**config.mk**
```make
export PLATFORM = sky130hd
export DESIGN_NAME = ansi_halfblock_cell_encoder_top
export DESIGN_NICKNAME = d
export VERILOG_FILES = /design/src/rtl/ahce_pkg.sv /design/src/rtl/ahce_front.sv /design/src/rtl/ahce_fifo.sv /design/src/rtl/ahce_back.sv /design/src/rtl/ansi_halfblock_cell_encoder_top.sv
export VERILOG_INCLUDE_DIRS = /design/src /design/src/rtl
export SDC_FILE = /design/constraint.sdc
export NUM_CORES = 1
export LEC_CHECK = 0
export BUFFER_PORTS_ARGS = -buffer_cell sky130_fd_sc_hd__buf_2
export CAP_MARGIN = 25
export CORE_MARGIN = 3
export CORE_UTILIZATION = 46
export DETAILED_ROUTE_END_ITERATION = 8
export SLEW_MARGIN = 20
export SYNTH_ARGS = -nofsm -noshare
export SYNTH_HDL_FRONTEND = slang
export SYNTH_HIERARCHICAL = 1
export SYNTH_SLANG_ARGS = --single-unit
```
**constraint.sdc**
```tcl
create_clock -name i_clk -period 8.7 [get_ports i_clk]
set_input_delay 0.87 -clock i_clk [delete_from_list [all_inputs] [get_ports i_clk]]
set_output_delay 0.87 -clock i_clk [all_outputs]
set_load 0.01 [all_outputs]
```
**src/rtl/ansi_halfblock_cell_encoder_top_defines.svh**
```systemverilog
// assertion macros shared by the encoder rtl
// no dependencies; included by the modules that check their own logic
`ifndef ANSI_HALFBLOCK_CELL_ENCODER_TOP_DEFINES_SVH
`define ANSI_HALFBLOCK_CELL_ENCODER_TOP_DEFINES_SVH

`ifndef SYNTH

// antecedent implies consequent in the same cycle
`define AHCE_ASSERT_IMP(label, clk, rst_n, ante, cons) \
    label: assert property (@(posedge clk) disable iff (!(rst_n)) (ante) |-> (cons)) \
        else $error("ahce assertion failed");

// antecedent implies consequent in the next cycle
`define AHCE_ASSERT_NEXT(label, clk, rst_n, ante, cons) \
    label: assert property (@(posedge clk) disable iff (!(rst_n)) (ante) |=> (cons)) \
        else $error("ahce assertion failed");

`else

`define AHCE_ASSERT_IMP(label, clk, rst_n, ante, cons)
`define AHCE_ASSERT_NEXT(label, clk, rst_n, ante, cons)

`endif

`endif

```
**src/rtl/ahce_pkg.sv**
```systemverilog
// types, constants and byte tables of the half-block cell encoder
// no dependencies; used by every module of the block
package ahce_pkg;

    localparam int NUM_COMP = 6;

    localparam logic [7:0] CH_ESC  = 8'h1B;
    localparam logic [7:0] CH_LBR  = 8'h5B;
    localparam logic [7:0] CH_SEMI = 8'h3B;
    localparam logic [7:0] CH_M    = 8'h6D;
    localparam logic [7:0] CH_ZERO = 8'h30;
    localparam logic [7:0] CH_LF   = 8'h0A;
    localparam logic [7:0] CH_TWO  = 8'h32;
    localparam logic [7:0] CH_THR  = 8'h33;
    localparam logic [7:0] CH_FOUR = 8'h34;
    localparam logic [7:0] CH_EIGHT = 8'h38;
    localparam logic [7:0] HB_B0   = 8'hE2;
    localparam logic [7:0] HB_B1   = 8'h96;
    localparam logic [7:0] HB_B2   = 8'h80;

    localparam logic [2:0] FG_LAST  = 3'd6;
    localparam logic [2:0] BG_LAST  = 3'd5;
    localparam logic [2:0] HB_LAST  = 3'd2;
    localparam logic [2:0] RST_LAST = 3'd4;
    localparam logic [1:0] DIG_LAST = 2'd2;

    localparam logic [2:0] COMP_TOP_B = 3'd2;
    localparam logic [2:0] COMP_BOT_R = 3'd3;
    localparam logic [2:0] COMP_BOT_B = 3'd5;

    // decimal form of one 8-bit component: hundreds, tens, ones and the
    // index of the first digit printed (0 hundreds, 1 tens, 2 ones)
    typedef struct packed {
        logic [3:0] d2;
        logic [3:0] d1;
        logic [3:0] d0;
        logic [1:0] first;
    } t_dec;

    typedef struct packed {
        logic                     show_colour;
        logic                     row_end;
        t_dec [NUM_COMP-1:0]      comp;
    } t_cmd;

    typedef enum logic [2:0] {
        ST_START,
        ST_FG,
        ST_DIG,
        ST_SEMI,
        ST_BG,
        ST_M,
        ST_HB,
        ST_RST
    } t_state;

    function automatic t_dec dec_split(input logic [7:0] v);
        logic [1:0]  h;
        logic [6:0]  rem;
        logic [14:0] prod;
        logic [3:0]  t;
        t_dec        d;
        if (v >= 8'd200) begin
            h = 2'd2;
        end else if (v >= 8'd100) begin
            h = 2'd1;
        end else begin
            h = 2'd0;
        end
        rem  = 7'(v - ({6'd0, h} * 8'd100));
        // rem * 205 / 2048 is exact division by ten below 100
        prod = {8'd0, rem} * 15'd205;
        t    = prod[14:11];
        d.d2 = {2'd0, h};
        d.d1 = t;
        d.d0 = 4'(rem - ({3'd0, t} * 7'd10));
        if (v >= 8'd100) begin
            d.first = 2'd0;
        end else if (v >= 8'd10) begin
            d.first = 2'd1;
        end else begin
            d.first = 2'd2;
        end
        return d;
    endfunction

    function automatic logic [7:0] fg_byte(input logic [2:0] idx);
        logic [7:0] b;
        case (idx)
            3'd0: b = CH_ESC;
            3'd1: b = CH_LBR;
            3'd2: b = CH_THR;
            3'd3: b = CH_EIGHT;
            3'd4: b = CH_SEMI;
            3'd5: b = CH_TWO;
            3'd6: b = CH_SEMI;
            default: b = CH_SEMI;
        endcase
        return b;
    endfunction

    function automatic logic [7:0] bg_byte(input logic [2:0] idx);
        logic [7:0] b;
        case (idx)
            3'd0: b = CH_SEMI;
            3'd1: b = CH_FOUR;
            3'd2: b = CH_EIGHT;
            3'd3: b = CH_SEMI;
            3'd4: b = CH_TWO;
            3'd5: b = CH_SEMI;
            default: b = CH_SEMI;
        endcase
        return b;
    endfunction

    function automatic logic [7:0] hb_byte(input logic [2:0] idx);
        logic [7:0] b;
        case (idx)
            3'd0: b = HB_B0;
            3'd1: b = HB_B1;
            3'd2: b = HB_B2;
            default: b = HB_B2;
        endcase
        return b;
    endfunction

    function automatic logic [7:0] rst_byte(input logic [2:0] idx);
        logic [7:0] b;
        case (idx)
            3'd0: b = CH_ESC;
            3'd1: b = CH_LBR;
            3'd2: b = CH_ZERO;
            3'd3: b = CH_M;
            3'd4: b = CH_LF;
            default: b = CH_LF;
        endcase
        return b;
    endfunction

    function automatic logic [3:0] dig_sel(input t_dec d, input logic [1:0] idx);
        logic [3:0] r;
        case (idx)
            2'd0: r = d.d2;
            2'd1: r = d.d1;
            2'd2: r = d.d0;
            default: r = d.d0;
        endcase
        return r;
    endfunction

endpackage

```
**src/rtl/ahce_front.sv**
```systemverilog
// front end: accepts cells, compares against the last pair sent in the row
// and builds the command for the byte sequencer; uses ahce_pkg
module ahce_front (
    input  logic              i_clk,
    input  logic              i_rst_n,
    input  logic              i_valid,
    output logic              o_stall,
    input  logic [23:0]       i_top_colour,
    input  logic [23:0]       i_bottom_colour,
    input  logic              i_bottom_present,
    input  logic              i_row_end,
    input  logic              i_q_full,
    output logic              o_push,
    output ahce_pkg::t_cmd    o_cmd
);

    logic [23:0] r_prev_top;
    logic [23:0] r_prev_bottom;
    logic        r_colour_sent;
    logic [23:0] n_prev_top;
    logic [23:0] n_prev_bottom;
    logic        n_colour_sent;

    logic [23:0] c_bottom;
    logic        c_change;

    assign o_stall  = i_q_full;
    assign o_push   = i_valid && !i_q_full;
    assign c_bottom = i_bottom_present ? i_bottom_colour : 24'd0;
    assign c_change = !r_colour_sent || (i_top_colour != r_prev_top)
                      || (c_bottom != r_prev_bottom);

    always_comb begin
        o_cmd.show_colour = c_change;
        o_cmd.row_end     = i_row_end;
        o_cmd.comp[0]     = ahce_pkg::dec_split(i_top_colour[23:16]);
        o_cmd.comp[1]     = ahce_pkg::dec_split(i_top_colour[15:8]);
        o_cmd.comp[2]     = ahce_pkg::dec_split(i_top_colour[7:0]);
        o_cmd.comp[3]     = ahce_pkg::dec_split(c_bottom[23:16]);
        o_cmd.comp[4]     = ahce_pkg::dec_split(c_bottom[15:8]);
        o_cmd.comp[5]     = ahce_pkg::dec_split(c_bottom[7:0]);
    end

    always_comb begin
        n_prev_top    = r_prev_top;
        n_prev_bottom = r_prev_bottom;
        n_colour_sent = r_colour_sent;
        if (o_push) begin
            if (i_row_end) begin
                n_prev_top    = 24'd0;
                n_prev_bottom = 24'd0;
                n_colour_sent = 1'b0;
            end else if (c_change) begin
                n_prev_top    = i_top_colour;
                n_prev_bottom = c_bottom;
                n_colour_sent = 1'b1;
            end
        end
    end

    always_ff @(posedge i_clk) begin
        if (!i_rst_n) begin
            r_prev_top    <= 24'd0;
            r_prev_bottom <= 24'd0;
            r_colour_sent <= 1'b0;
        end else begin
            r_prev_top    <= n_prev_top;
            r_prev_bottom <= n_prev_bottom;
            r_colour_sent <= n_colour_sent;
        end
    end

endmodule

```
**src/rtl/ahce_fifo.sv**
```systemverilog
// two-entry command queue between the front end and the byte sequencer
// uses ahce_pkg for the command type and the assertion macros header
`include "ansi_halfblock_cell_encoder_top_defines.svh"

module ahce_fifo (
    input  logic              i_clk,
    input  logic              i_rst_n,
    input  logic              i_push,
    input  ahce_pkg::t_cmd    i_cmd,
    output logic              o_full,
    input  logic              i_pop,
    output logic              o_head_valid,
    output ahce_pkg::t_cmd    o_head
);

    localparam int DEPTH = 2;
    localparam int PW    = $clog2(DEPTH);

    ahce_pkg::t_cmd   r_mem [DEPTH];
    logic [PW-1:0]    r_wr_ptr;
    logic [PW-1:0]    r_rd_ptr;
    logic [PW:0]      r_count;

    assign o_full       = (r_count == (PW+1)'(DEPTH));
    assign o_head_valid = (r_count != '0);
    assign o_head       = r_mem[r_rd_ptr];

    always_ff @(posedge i_clk) begin
        if (i_push) begin
            r_mem[r_wr_ptr] <= i_cmd;
        end
    end

    always_ff @(posedge i_clk) begin
        if (!i_rst_n) begin
            r_wr_ptr <= '0;
            r_rd_ptr <= '0;
            r_count  <= '0;
        end else begin
            if (i_push) begin
                r_wr_ptr <= (r_wr_ptr == PW'(DEPTH - 1)) ? '0 : r_wr_ptr + PW'(1);
            end
            if (i_pop) begin
                r_rd_ptr <= (r_rd_ptr == PW'(DEPTH - 1)) ? '0 : r_rd_ptr + PW'(1);
            end
            case ({i_push, i_pop})
                2'b10:   r_count <= r_count + (PW+1)'(1);
                2'b01:   r_count <= r_count - (PW+1)'(1);
                default: r_count <= r_count;
            endcase
        end
    end

    `AHCE_ASSERT_IMP(a_no_overflow, i_clk, i_rst_n, i_push, !o_full)
    `AHCE_ASSERT_IMP(a_no_underflow, i_clk, i_rst_n, i_pop, o_head_valid)
    `AHCE_ASSERT_IMP(a_count_bound, i_clk, i_rst_n, 1'b1, r_count <= (PW+1)'(DEPTH))

endmodule

```
**src/rtl/ahce_back.sv**
```systemverilog
// byte sequencer: walks the queue head command, emitting one byte per cycle
// unless stalled, into an output register; uses ahce_pkg and macros header
`include "ansi_halfblock_cell_encoder_top_defines.svh"

module ahce_back (
    input  logic              i_clk,
    input  logic              i_rst_n,
    input  logic              i_head_valid,
    input  ahce_pkg::t_cmd    i_head,
    output logic              o_pop,
    output logic              o_valid,
    input  logic              i_stall,
    output logic [7:0]        o_out_byte,
    output logic              o_last_byte
);

    ahce_pkg::t_state r_state;
    ahce_pkg::t_state n_state;
    logic [2:0]       r_idx;
    logic [2:0]       n_idx;
    logic [2:0]       r_comp;
    logic [2:0]       n_comp;

    logic             r_out_valid;
    logic [7:0]       r_out_byte;
    logic             r_out_last;

    logic             c_advance;
    logic             c_emit;
    logic [7:0]       c_byte;
    logic             c_last;
    ahce_pkg::t_dec   c_dec;
    ahce_pkg::t_dec   c_dec_next;
    logic [2:0]       c_comp_inc;

    assign c_advance  = !r_out_valid || !i_stall;
    assign c_emit     = c_advance && i_head_valid;
    assign o_pop      = c_emit && c_last;
    assign c_comp_inc = r_comp + 3'd1;
    assign c_dec      = i_head.comp[r_comp];
    assign c_dec_next = i_head.comp[c_comp_inc];

    always_comb begin
        n_state = r_state;
        n_idx   = r_idx;
        n_comp  = r_comp;
        c_byte  = ahce_pkg::HB_B0;
        c_last  = 1'b0;
        case (r_state)
            ahce_pkg::ST_START: begin
                n_idx = 3'd1;
                if (i_head.show_colour) begin
                    c_byte  = ahce_pkg::fg_byte(3'd0);
                    n_state = ahce_pkg::ST_FG;
                end else begin
                    c_byte  = ahce_pkg::hb_byte(3'd0);
                    n_state = ahce_pkg::ST_HB;
                end
            end
            ahce_pkg::ST_FG: begin
                c_byte = ahce_pkg::fg_byte(r_idx);
                if (r_idx == ahce_pkg::FG_LAST) begin
                    n_state = ahce_pkg::ST_DIG;
                    n_comp  = 3'd0;
                    n_idx   = {1'b0, i_head.comp[0].first};
                end else begin
                    n_idx = r_idx + 3'd1;
                end
            end
            ahce_pkg::ST_DIG: begin
                c_byte = ahce_pkg::CH_ZERO
                         + {4'd0, ahce_pkg::dig_sel(c_dec, r_idx[1:0])};
                if (r_idx[1:0] == ahce_pkg::DIG_LAST) begin
                    n_idx = 3'd0;
                    if (r_comp == ahce_pkg::COMP_TOP_B) begin
                        n_state = ahce_pkg::ST_BG;
                    end else if (r_comp == ahce_pkg::COMP_BOT_B) begin
                        n_state = ahce_pkg::ST_M;
                    end else begin
                        n_state = ahce_pkg::ST_SEMI;
                    end
                end else begin
                    n_idx = r_idx + 3'd1;
                end
            end
            ahce_pkg::ST_SEMI: begin
                c_byte  = ahce_pkg::CH_SEMI;
                n_state = ahce_pkg::ST_DIG;
                n_comp  = c_comp_inc;
                n_idx   = {1'b0, c_dec_next.first};
            end
            ahce_pkg::ST_BG: begin
                c_byte = ahce_pkg::bg_byte(r_idx);
                if (r_idx == ahce_pkg::BG_LAST) begin
                    n_state = ahce_pkg::ST_DIG;
                    n_comp  = ahce_pkg::COMP_BOT_R;
                    n_idx   = {1'b0, i_head.comp[3].first};
                end else begin
                    n_idx = r_idx + 3'd1;
                end
            end
            ahce_pkg::ST_M: begin
                c_byte  = ahce_pkg::CH_M;
                n_state = ahce_pkg::ST_HB;
                n_idx   = 3'd0;
            end
            ahce_pkg::ST_HB: begin
                c_byte = ahce_pkg::hb_byte(r_idx);
                if (r_idx == ahce_pkg::HB_LAST) begin
                    n_idx = 3'd0;
                    if (i_head.row_end) begin
                        n_state = ahce_pkg::ST_RST;
                    end else begin
                        c_last  = 1'b1;
                        n_state = ahce_pkg::ST_START;
                    end
                end else begin
                    n_idx = r_idx + 3'd1;
                end
            end
            ahce_pkg::ST_RST: begin
                c_byte = ahce_pkg::rst_byte(r_idx);
                if (r_idx == ahce_pkg::RST_LAST) begin
                    c_last  = 1'b1;
                    n_idx   = 3'd0;
                    n_state = ahce_pkg::ST_START;
                end else begin
                    n_idx = r_idx + 3'd1;
                end
            end
            default: begin
                n_state = ahce_pkg::ST_START;
                n_idx   = 3'd0;
            end
        endcase
    end

    always_ff @(posedge i_clk) begin
        if (!i_rst_n) begin
            r_state <= ahce_pkg::ST_START;
            r_idx   <= 3'd0;
            r_comp  <= 3'd0;
        end else if (c_emit) begin
            r_state <= n_state;
            r_idx   <= n_idx;
            r_comp  <= n_comp;
        end
    end

    // output register: refills in the same cycle the receiver takes a byte
    always_ff @(posedge i_clk) begin
        if (!i_rst_n) begin
            r_out_valid <= 1'b0;
        end else if (c_advance) begin
            r_out_valid <= c_emit;
        end
    end

    always_ff @(posedge i_clk) begin
        if (c_emit) begin
            r_out_byte <= c_byte;
            r_out_last <= c_last;
        end
    end

    assign o_valid     = r_out_valid;
    assign o_out_byte  = r_out_byte;
    assign o_last_byte = r_out_last;

    `AHCE_ASSERT_IMP(a_mid_cell_has_head, i_clk, i_rst_n,
        r_state != ahce_pkg::ST_START, i_head_valid)
    `AHCE_ASSERT_NEXT(a_last_restarts, i_clk, i_rst_n,
        c_emit && c_last, r_state == ahce_pkg::ST_START && o_valid && o_last_byte)
    `AHCE_ASSERT_IMP(a_digit_index, i_clk, i_rst_n,
        r_state == ahce_pkg::ST_DIG, r_idx <= 3'd2 && r_comp <= ahce_pkg::COMP_BOT_B)

endmodule

```
**src/rtl/ansi_halfblock_cell_encoder_top.sv**
```systemverilog
// Half-block cell encoder: turns terminal cells into a true-color text byte stream.
// Input channel: i_valid / o_stall with one cell (top colour, bottom colour,
// bottom present, row end) per transaction. Output channel: o_valid / i_stall
// with one byte and a last-byte flag per transaction; the flag marks the final
// byte of a cell.
// A cell yields 3 bytes (half block only) up to 44 bytes (color sequence,
// half block and row reset). The byte sequencer emits one byte per cycle
// while i_stall is low; that single output port sets the throughput. When
// the queue is empty the first byte of a cell passes through the queue entry
// and then the output register on its way to the output.
// The front end compares and converts a cell in the cycle it is accepted and
// queues it; a two-entry queue lets new cells be taken while earlier ones are
// still being sent, and o_stall rises only when that queue is full.
// When i_stall is high with o_valid set, the byte holds and the sequencer waits.
// Reset (synchronous, active low) empties the queue and output register and
// forgets the last color pair, so the next cell always sends its colors.
// Depends on ahce_pkg, ahce_front, ahce_fifo and ahce_back.
module ansi_halfblock_cell_encoder_top (
    input  logic        i_clk,
    input  logic        i_rst_n,
    input  logic        i_valid,
    output logic        o_stall,
    input  logic [23:0] i_top_colour,
    input  logic [23:0] i_bottom_colour,
    input  logic        i_bottom_present,
    input  logic        i_row_end,
    output logic        o_valid,
    input  logic        i_stall,
    output logic [7:0]  o_out_byte,
    output logic        o_last_byte
);

    ahce_pkg::t_cmd w_push_cmd;
    ahce_pkg::t_cmd w_head;
    logic           w_push;
    logic           w_full;
    logic           w_pop;
    logic           w_head_valid;

    ahce_front u_front (
        .i_clk            (i_clk),
        .i_rst_n          (i_rst_n),
        .i_valid          (i_valid),
        .o_stall          (o_stall),
        .i_top_colour     (i_top_colour),
        .i_bottom_colour  (i_bottom_colour),
        .i_bottom_present (i_bottom_present),
        .i_row_end        (i_row_end),
        .i_q_full         (w_full),
        .o_push           (w_push),
        .o_cmd            (w_push_cmd)
    );

    ahce_fifo u_fifo (
        .i_clk        (i_clk),
        .i_rst_n      (i_rst_n),
        .i_push       (w_push),
        .i_cmd        (w_push_cmd),
        .o_full       (w_full),
        .i_pop        (w_pop),
        .o_head_valid (w_head_valid),
        .o_head       (w_head)
    );

    ahce_back u_back (
        .i_clk        (i_clk),
        .i_rst_n      (i_rst_n),
        .i_head_valid (w_head_valid),
        .i_head       (w_head),
        .o_pop        (w_pop),
        .o_valid      (o_valid),
        .i_stall      (i_stall),
        .o_out_byte   (o_out_byte),
        .o_last_byte  (o_last_byte)
    );

endmodule
```
# [After elaboration in Yosys (flattened, before gate mapping)]
# Memories as Yosys holds them, arrays and structs flattened. A register that Yosys moved wholly into a read port is not among the register bits.
# Cells that the tools add are included.
[op_classes] n_addsub=19 mul=18 div=0 order_cmp=20 n_eq_ne=27 shift=0 mux=73 n_bitwise=0 reduce_logical=20
[op_table] operator="$mux W24" n=5
[op_table] operator="$mul A7 B8 Y15 const B" n=6
[op_table] operator="$bmux W14 S3" n=2
[op_table] operator="$pmux W8 S8" n=1
[op_table] operator="$ge A8 B4 Y1 const B" n=6
[op_table] operator="$ge A8 B7 Y1 const B" n=6
[op_table] operator="$ge A8 B8 Y1 const B" n=6
[op_table] operator="$mux W3" n=16
[op_table] operator="$ne A24 B24 Y1" n=2
[op_table] operator="$pmux W3 S8" n=2
[op_table] operator="$sub A7 B7 Y7" n=6
[op_table] operator="$mux W2" n=19
[op_table] operator="$pmux W7 S5" n=1
[op_table] operator="$mul A2 B5 Y5 const B" n=6
[op_table] operator="$pmux W7 S4" n=1
[op_table] operator="$eq A3 B3 Y1 const B" n=8
[op_table] operator="$mul A4 B3 Y3 const B" n=6
[op_table] operator="$sub A4 B4 Y4" n=6
[op_table] operator="$mux W1" n=17
[op_table] operator="$eq A3 B2 Y1 const B" n=5
[op_table] operator="$mux W14" n=1
[op_table] operator="$pmux W7 S2" n=1
[op_table] operator="$pmux W4 S3" n=1
[op_table] operator="$ne A2 B1 Y1 const B" n=5
[op_table] operator="25 further kinds" n=42
[word_totals] ff_bits=72 latch_bits=0 ramBits=148 mem_bits_ro=0 in_bits=54 output_inout_bits=11 elab_cells=190 n_memories=1
[memory_table] name="u_fifo.r_mem" depth=2 word_bits=74 read_ports=1 rd_clocked_by_memory_dff=1 wr=1 line="ahce_fifo.sv:19" source="ahce_pkg::t_cmd r_mem [DEPTH];"

# [Depth between registers and ports, before layout]
# Gate-level depths: netlist of run 1.
[depth] word_depth=9 depth_mapped=33

# [Cells and area by module]
# Netlist of run 1, hierarchy kept.
[modules_own_cells] mod="ahce_front" n_inst=1 cells_per_inst=1119 area_each_um2=9506.6 seq_area_each_um2=980.9
[modules_own_cells] mod="ahce_fifo" n_inst=1 cells_per_inst=290 area_each_um2=6583.8 seq_area_each_um2=5265.0
[modules_own_cells] mod="ahce_back" n_inst=1 cells_per_inst=281 area_each_um2=2361.0 seq_area_each_um2=470.5

# [Worst setup path before layout of run 1]
# No wires, ideal clock.
[synth_timing] path_type="input -> register" start="in i_bottom_present" end="mem u_fifo/r_mem[0][75] (netlist name) (data pin)" t_arrival_ns=7.286 path_slack_ns=1.147 cell_stages=33 path_cell_list="buf_4 -> buf_2 -> clkbuf_1 -> clkbuf_1 -> nand3_1 -> nor2_1 -> or2_2 -> inv_1 -> ha_1 -> fa_1 -> inv_1 -> o21ai_0 -> nand3b_1 -> o21ai_0 -> a21oi_1 -> xnor2_1 -> ha_1 -> ha_1 -> fa_1 -> inv_1 -> fa_1 -> inv_1 -> ha_1 -> nand2_1 -> or4_1 -> a21oi_1 -> or3_1 -> a21oi_1 -> xnor2_1 -> fa_1 -> xnor2_1 -> xnor2_1 -> xnor2_1"
[synth_lines] element="start, declared" line="ansi_halfblock_cell_encoder_top.sv:25" source="input logic i_bottom_present,"
[synth_lines] element="end, declared" line="ahce_fifo.sv:19"

# [Final worst setup path of run 1]
[layout_timing] start="in i_bottom_colour[20]" end="mem u_fifo/r_mem[0][47] (netlist name) (data pin)"
[layout_via] elab_chain_cells=3
[layout_rtl] element="start, declared" line="ansi_halfblock_cell_encoder_top.sv:24" source="input logic [23:0] i_bottom_colour,"
[layout_rtl] element="$mux W24" line="ahce_front.sv:29" source="assign c_bottom = i_bottom_present ? i_bottom_colour : 24'd0;"
[layout_rtl] element="$ge A8 B8 Y1" line="ahce_pkg.sv:63" source="if (v >= 8'd200) begin"
[layout_rtl] element="$mux W2" line="ahce_pkg.sv:63"
# Every way passes these cells.

==> impl_metrics.json, run 1 <==
{
  "cts_inserted_buffers": 26,
  "critPathMaxFanout": 9,
  "overflow": 0,
  "yosysWarnings": 6,
  "dpl.hpwl_mm": 29.56,
  "synth.area.top_cells": "edfxtp_1 29%, ha_1 16%, dfxtp_1 6.9%, fa_1 6.5%, inv_1 4.0%",
  "hold_viol_final": 0,
  "ys_async_sr_fraction_pct": 0,
  "post_cts_buffers": 0,
  "tightestPinTransition_ns": 0.9604,
  "use_met3_pct": 2.709,
  "seq_area_um2": 6721,
  "drc": 0,
  "grt_usage_pct": 19.19,
  "fin_area_um2": 19940,
  "grt_start_max_net_pins": 68,
  "final_nets": 2068,
  "antenna_found_initial": 4,
  "synth_compound_area_share_pct": 8.280,
  "setup.worst_path.start_class": "input pin",
  "outcome": "completed",
  "vias": 12200,
  "p_int_mw": 3.664,
  "slew_headroom_pct": 35.73,
  "power_mw": 5.730,
  "synthMuxAreaShare_pct": 10.94,
  "dp.cells": 2210,
  "rsz0062_at_grt": "no",
  "synth_edf_count": 181,
  "ant_nets": 0,
  "first_iter_violations": 691,
  "root_buffer": "clkbuf_16",
  "powerDensity_nw_per_um2": 287.4,
  "yosysUniqueCellTypes": 92,
  "io_pins": 65,
  "slew_viol_final": 0,
  "synth_top_area_share_pct": 29.46,
  "grt_pass1_wl_mm": 65.38,
  "cts_sinks": 245,
  "drive_gt1_share_pct": 14.89,
  "peakVddDrop_v": 0.0001433,
  "ys_ff_latch": 245,
  "drt-total-wl_mm": 40.06,
  "leakagePower_nw": 8.766,
  "finalSetupTns_ns": 0,
  "dpl_cell_area_um2": 19040,
  "skew_ns": 0.007968,
  "cts_resized": 0,
  "setup_viol": 0,
  "combPwrFrac_pct": 48.1,
  "clkPwrFrac_pct": 20.4,
  "power.switching_mw": 2.067,
  "instances_no_fill": 2259,
  "cts_tree": "built",
  "grt.met2_usage_pct": 32.33,
  "htree_levels": 1,
  "synthFlopType": "edfxtp_1",
  "cp_slowest_cell": "o311ai_0",
  "min_path_type": "flip-flop to flip-flop",
  "period_minus_slack_ns": 7.147,
  "fmax_ghz": 0.1399,
  "fp.dieW_um": 206.3,
  "coreArea_um2": 39100,
  "min_period_over_period_pct": 82.15,
  "first_global_vias": 12280,
  "cpLargestDelayFamily": "adder cells",
  "cts_hold_buf": 0,
  "utilization_pct": 50.99,
  "dieArea_um2": 42550,
  "viasPerCell": 5.402,
  "start_util_pct": 47.19,
  "synth_top_area_cell": "edfxtp_1",
  "multi_input_area_um2": 10470,
  "syn_area_per_cell_um2": 10.92,
  "setup_slack_ns": 1.553,
  "worstPathRequired_ns": 8.98,
  "clock_path_buffers": 3,
  "synthXorXnorAreaFrac_pct": 4.889,
  "slowest_delay_ns": 0.83,
  "critical_path_class": "input pin to flip-flop",
  "drv_cap": 0,
  "busiest_layer": "met2",
  "switching_share_pct": 36.06,
  "synth_area_um2": 18450,
  "syn_inst": 1690,
  "nFillCells": 3564,
  "ys_seq_area_share_pct": 36.40,
  "met1_usage_pct": 26.52,
  "io_buffers": 64,
  "clk_pin_slew_ns": 0.06,
  "routedWlPerCell_um": 17.73,
  "synth_top_family_by_area": "adder cells",
  "synthToLayoutAreaGrowth_pct": 8.049,
  "dr.pass1.iters": 5,
  "post_synth_fa_ha_maj_area_fraction_pct": 22.38,
  "synthSimpleGateAreaFrac_pct": 9.894,
  "rows": 72,
  "holdWs_ns": 0.4716,
  "worst-path-buf-inv": 5,
  "end_kind": "flip-flop",
  "clk-insertion-delay-late_ns": 0.53,
  "preCtsSetupSlack_ns": 0.9972,
  "place.gp.congestion": 0.8487,
  "seqPwrFrac_pct": 31.6,
  "cp.arrival_ns": 7.43,
  "dieHeight_um": 206.3
}
cell type report:
class / instances / area share (%)
tap: 518 / 3.251
clock buffer: 35 / 3.590
clock inverter: 13 / 0.9163
antenna: 1 / 0.01255
timing repair buffer: 79 / 2.272
multi-input combinational: 1171 / 52.54
inverter: 197 / 3.709
sequential: 245 / 33.71
Yosys cell counts, types with 25 or more instances:
master	instances
o21ai_0	37
clkbuf_1	27
inv_1	197
buf_4	28
fa_1	60
dfxtp_1	64
ha_1	234
edfxtp_1	181
xor2_1	58
mux2i_1	63
nor2_1	43
nand3_1	25
mux2_2	65
nand2_1	165
xnor2_1	45
mux2_4	40
a21oi_1	49
power groups by stage:
stage               Clock [mW]  Sequential [mW]  Combinational, mW
floorplan                    0             1.82               2.14
global placement             0             1.82               2.70
detailed placement           0             1.83               2.78
CTS                       1.20             1.81               2.81
global route              1.25             1.83               3.21
finish                    1.17             1.81               2.75
placed cells by master (no fill, tap or decap), types with 27 or more instances in the layout:
master	synthesis	routed
clkbuf_16	0	27
edfxtp_1	181	181
mux2_2	65	65
fa_1	60	60
inv_1	197	197
a21oi_1	49	49
buf_2	17	64
nand2_1	165	165
mux2_4	40	40
xor2_1	58	58
dfxtp_1	64	62
o21ai_0	37	37
mux2i_1	63	63
nor2_1	43	42
xnor2_1	45	45
ha_1	234	234
routing by layer:
| layer | share of wire, % | vias to the layer above |
|---|---|---|
| met5 | 0.097 | - |
| met4 | 2.0 | 6 |
| met3 | 4.6 | 58 |
| met2 | 47 | 246 |
| met1 | 46 | 5901 |
| li1 | - | 5993 |
cell families (layout without fill, tap and decap cells):
logic type / after synthesis / in the layout
and+or+nand+nor: 369 / 369
adders and majority gates: 294 / 294
buffers and inverters: 285 / 324
DFF: 245 / 245
AOI/OAI and AO/OA: 222 / 222
muxes: 171 / 171
xor gates and xnor gates: 103 / 103
other: 1 / 13
tightest hold or removal path: stages, from the launching register on:
cell	delay (ns)
dfxtp_1	0.32
nand2_1	0.05
mux2i_1	0.05
flip-flops by register name (all words and copies together), names as in the netlist, named ones only:
register and flops:
u_back/r_idx 3, u_front/r_prev_bottom 24, u_front/r_colour_sent 1, u_front/r_prev_top 24, u_back/r_state 3, u_back/o_last_byte 1
u_back/o_valid 1, u_back/r_comp 3, u_back/o_out_byte 8, u_fifo/r_mem 172, u_fifo/r_rd_ptr 1, u_fifo/r_wr_ptr 1
u_fifo/r_count 2
final timing paths:
path                            slack (ns)  cells past startpoint                   start                  endpoint
worst max register to register        5.04                      8  u_front/r_prev_top[11]  u_front/r_prev_bottom[2]
worst min register to register        0.47                      2  u_front/r_prev_top[13]    u_front/r_prev_top[13]
worst max-delay path                  1.55                     28     i_bottom_colour[20]       u_fifo/r_mem[0][47]
worst min-delay path                  0.47                      2  u_front/r_prev_top[13]    u_front/r_prev_top[13]
Power figures use the tool's default switching activity.
==> run 2: changes to the inputs <==
--- a/config.mk
+++ b/config.mk
@@ -6,6 +6,7 @@
 export SDC_FILE = /design/constraint.sdc
 export NUM_CORES = 1
 export LEC_CHECK = 0
+export ABC_AREA = 1
 export BUFFER_PORTS_ARGS = -buffer_cell sky130_fd_sc_hd__buf_2
 export CAP_MARGIN = 25
 export CORE_MARGIN = 3
==> constraint.sdc (replaced) <==
create_clock -name i_clk -period 7.07 [get_ports i_clk]
set_input_delay 0.707 -clock i_clk [delete_from_list [all_inputs] [get_ports i_clk]]
set_output_delay 0.707 -clock i_clk [all_outputs]
set_load 0.01 [all_outputs]
==> run 2 against run 1 <==
Against the previous run:
- combinational power increased by 43%
- die area increased by 2.6%
- sequential power increased by 22%
- hold slack worse by 0.072 ns
- first-iteration DRC count increased by 70%
- critical path type unchanged
- largest power group unchanged
- highest routed layer unchanged
==> impl_metrics.json, run 2 <==
{
  "outcome": "completed",
  "min_path_type": "input pin to flip-flop",
  "final_cell_mix": "422 x nand2_1, 342 x inv_1, 234 x ha_1",
  "htree_levels": 1,
  "cts_hold_buf": 0,
  "post_cts_buffers": 0,
  "yosysUniqueCellTypes": 48,
  "drt-total-wl_mm": 45.20,
  "nFillCells": 3770,
  "synth_area_um2": 18950,
  "start_util_pct": 47.15,
  "cts_sinks": 245,
  "slowest_delay_ns": 0.41,
  "setup_viol": 0,
  "synth.area.top_cells": "edfxtp_1 29%, ha_1 15%, nand2_1 8.4%, inv_1 6.8%, dfxtp_1 6.8%",
  "period_minus_slack_ns": 6.469,
  "worstPathRequired_ns": 7.36,
  "drv_cap": 0,
  "grt.met2_usage_pct": 34.98,
  "routedWlPerCell_um": 16.46,
  "synth.most_common_cell": "nand2_1",
  "vias": 14300,
  "synthToLayoutAreaGrowth_pct": 8.524,
  "ys_seq_area_share_pct": 35.44,
  "dr.pass1.iters": 5,
  "synthTopCellsByCount": "422 x nand2_1, 343 x inv_1, 234 x ha_1, 206 x nor2_1, 181 x edfxtp_1",
  "hold_viol_final": 0,
  "dpl.hpwl_mm": 33.76,
  "n_antenna_cell": 0,
  "cp.arrival_ns": 6.76,
  "startpoint": "i_bottom_present",
  "dieHeight_um": 209.0,
  "synthSimpleGateAreaFrac_pct": 17.65,
  "clock_path_buffers": 3,
  "fmax_ghz": 0.1546,
  "top_register": "u_fifo/r_mem",
  "drc": 0,
  "synthMuxAreaShare_pct": 5.903,
  "leakagePower_nw": 9.811,
  "yosysWarnings": 6,
  "synth_top_family_by_area": "adder cells",
  "clk-insertion-delay-late_ns": 0.56,
  "power_mw": 7.572,
  "viasPerCell": 5.208,
  "finalSetupTns_ns": 0,
  "first_iter_violations": 1177,
  "critical_path_class": "input pin to flip-flop",
  "synthXorXnorAreaFrac_pct": 2.892,
  "syn_area_per_cell_um2": 8.835,
  "grt_pass1_wl_mm": 72.95,
  "critPathMaxFanout": 22,
  "coreArea_um2": 40190,
  "synth_compound_area_share_pct": 6.635,
  "fin_area_um2": 20570,
  "cp_common_cell": "nand2_1",
  "tightestPinTransition_ns": 0.9996,
  "slew_viol_final": 0,
  "final_common_cell": "nand2_1",
  "cts_inserted_buffers": 28,
  "final_nets": 2547,
  "drive_gt1_share_pct": 11.26,
  "min_period_over_period_pct": 91.50,
  "slew_headroom_pct": 33.36,
  "grt_usage_pct": 20.56,
  "synth_top_area_share_pct": 28.68,
  "peakVddDrop_v": 0.0003140,
  "place.gp.congestion": 0.8698,
  "ys_ff_latch": 245,
  "ys_async_sr_fraction_pct": 0,
  "powerDensity_nw_per_um2": 368.2,
  "grt_start_max_net_pins": 55,
  "first_global_vias": 14070,
  "clk_pin_slew_ns": 0.06,
  "io_buffers": 64,
  "overflow": 0,
  "setup.worst_path.start_class": "input pin",
  "cp_slowest_cell": "fa_1",
  "rows": 73,
  "synth_top_area_cell": "edfxtp_1",
  "io_pins": 65,
  "post_synth_fa_ha_maj_area_fraction_pct": 21.79,
  "dpl_cell_area_um2": 19640,
  "antenna_found_initial": 1,
  "largest_reg_flops": 172,
  "cts_resized": 0,
  "cts_tree": "built",
  "ant_nets": 0,
  "skew_ns": 0.01788,
  "end_kind": "flip-flop",
  "synth_edf_count": 181,
  "dieArea_um2": 43670,
  "reg_top3": "u_fifo/r_mem: 172 flops, u_front/r_prev_bottom: 24 flops, u_front/r_prev_top: 24 flops",
  "fp.dieW_um": 209.0,
  "busiest_layer": "met2",
  "met1_usage_pct": 28.33,
  "hp-start": "i_top_colour[16]",
  "rsz0062_at_grt": "no",
  "root_buffer": "clkbuf_16",
  "syn_inst": 2145,
  "use_met3_pct": 2.912,
  "synthFlopType": "edfxtp_1"
}
## run 2: cell count changes after synthesis, moves of 19 or more
cell     before  now
mux2i_1      63    0
xor2_1       58   33
nor2_1       43  206
mux2_2       65   46
o21ai_0      37   69
inv_1       197  343
nand2_1     165  422
nand3_1      25  116
a21oi_1      49  116
## run 2: cell type report
type                       count  area [um2]  share of cell area (%)
multi-input combinational   1489       10460                   50.87
clock inverter                16       125.1                  0.6084
tap                          525       656.9                   3.194
clock buffer                  36       772.0                   3.754
sequential                   245        6720                   32.68
timing repair buffer          85       510.5                   2.482
inverter                     350        1319                   6.412
## run 2: per-stage QoR
stage | hold WS (ns) | worst slack, ns | cells | utilization, %
floorplan | 0.4390 | 0.4113 | 2156 | -
global placement | 0.4510 | 0.2578 | 2693 | 48.87
detailed placement | 0.4574 | 0.05272 | 2693 | 48.87
CTS | 0.3853 | 0.6240 | 2745 | 51.11
global route | 0.3938 | 0.07479 | 2746 | 51.17
finish | 0.3997 | 0.6012 | 2746 | 51.17
## run 2: kinds of logic after synthesis
kind of cell             count (synthesis)
adder cells (fa/ha/maj)                294
AO/OA/AOI/OAI                          230
AND/OR/NAND/NOR                        806
other                                    1
flip-flops                             245
XOR/XNOR                                61
multiplexers                            86
buffers and inverters                  422
## run 2: metal layers
| metal | part of all wire [%] | vias to the layer above |
|---|---|---|
| met3 | 5.5 | 57 |
| met5 | 0.029 | - |
| met2 | 47 | 369 |
| met1 | 46 | 6756 |
| met4 | 1.7 | 2 |
| li1 | - | 7117 |
## run 2: power by group
group,total [mW],leakage [nW],switching (mW),internal [mW]
Sequential,2.20,2.23,0.0779,2.12
Combinational,3.94,7.14,2.38,1.57
Clock,1.43,0.443,0.589,0.838
Total,7.57,9.81,3.04,4.53
## run 2: path summary, 6_finish.rpt
kind                                                   to  slack (ns)  depth (start not counted)
worst max-delay path                  u_fifo/r_mem[1][47]        0.60                         37
worst min-delay path                   u_fifo/r_mem[0][2]        0.40                          1
worst max register to register       u_back/o_out_byte[2]        3.89                          9
worst min register to register  u_front/r_prev_bottom[10]        0.48                          2
## run 2: worst max-delay path, delay by kind of cell
family,cells,cell delay (ns)
compound gates,4,0.79
xor+xnor,2,0.35
fa+ha+maj,9,2.88
buf+inv,9,0.83
simple gates,13,1.15
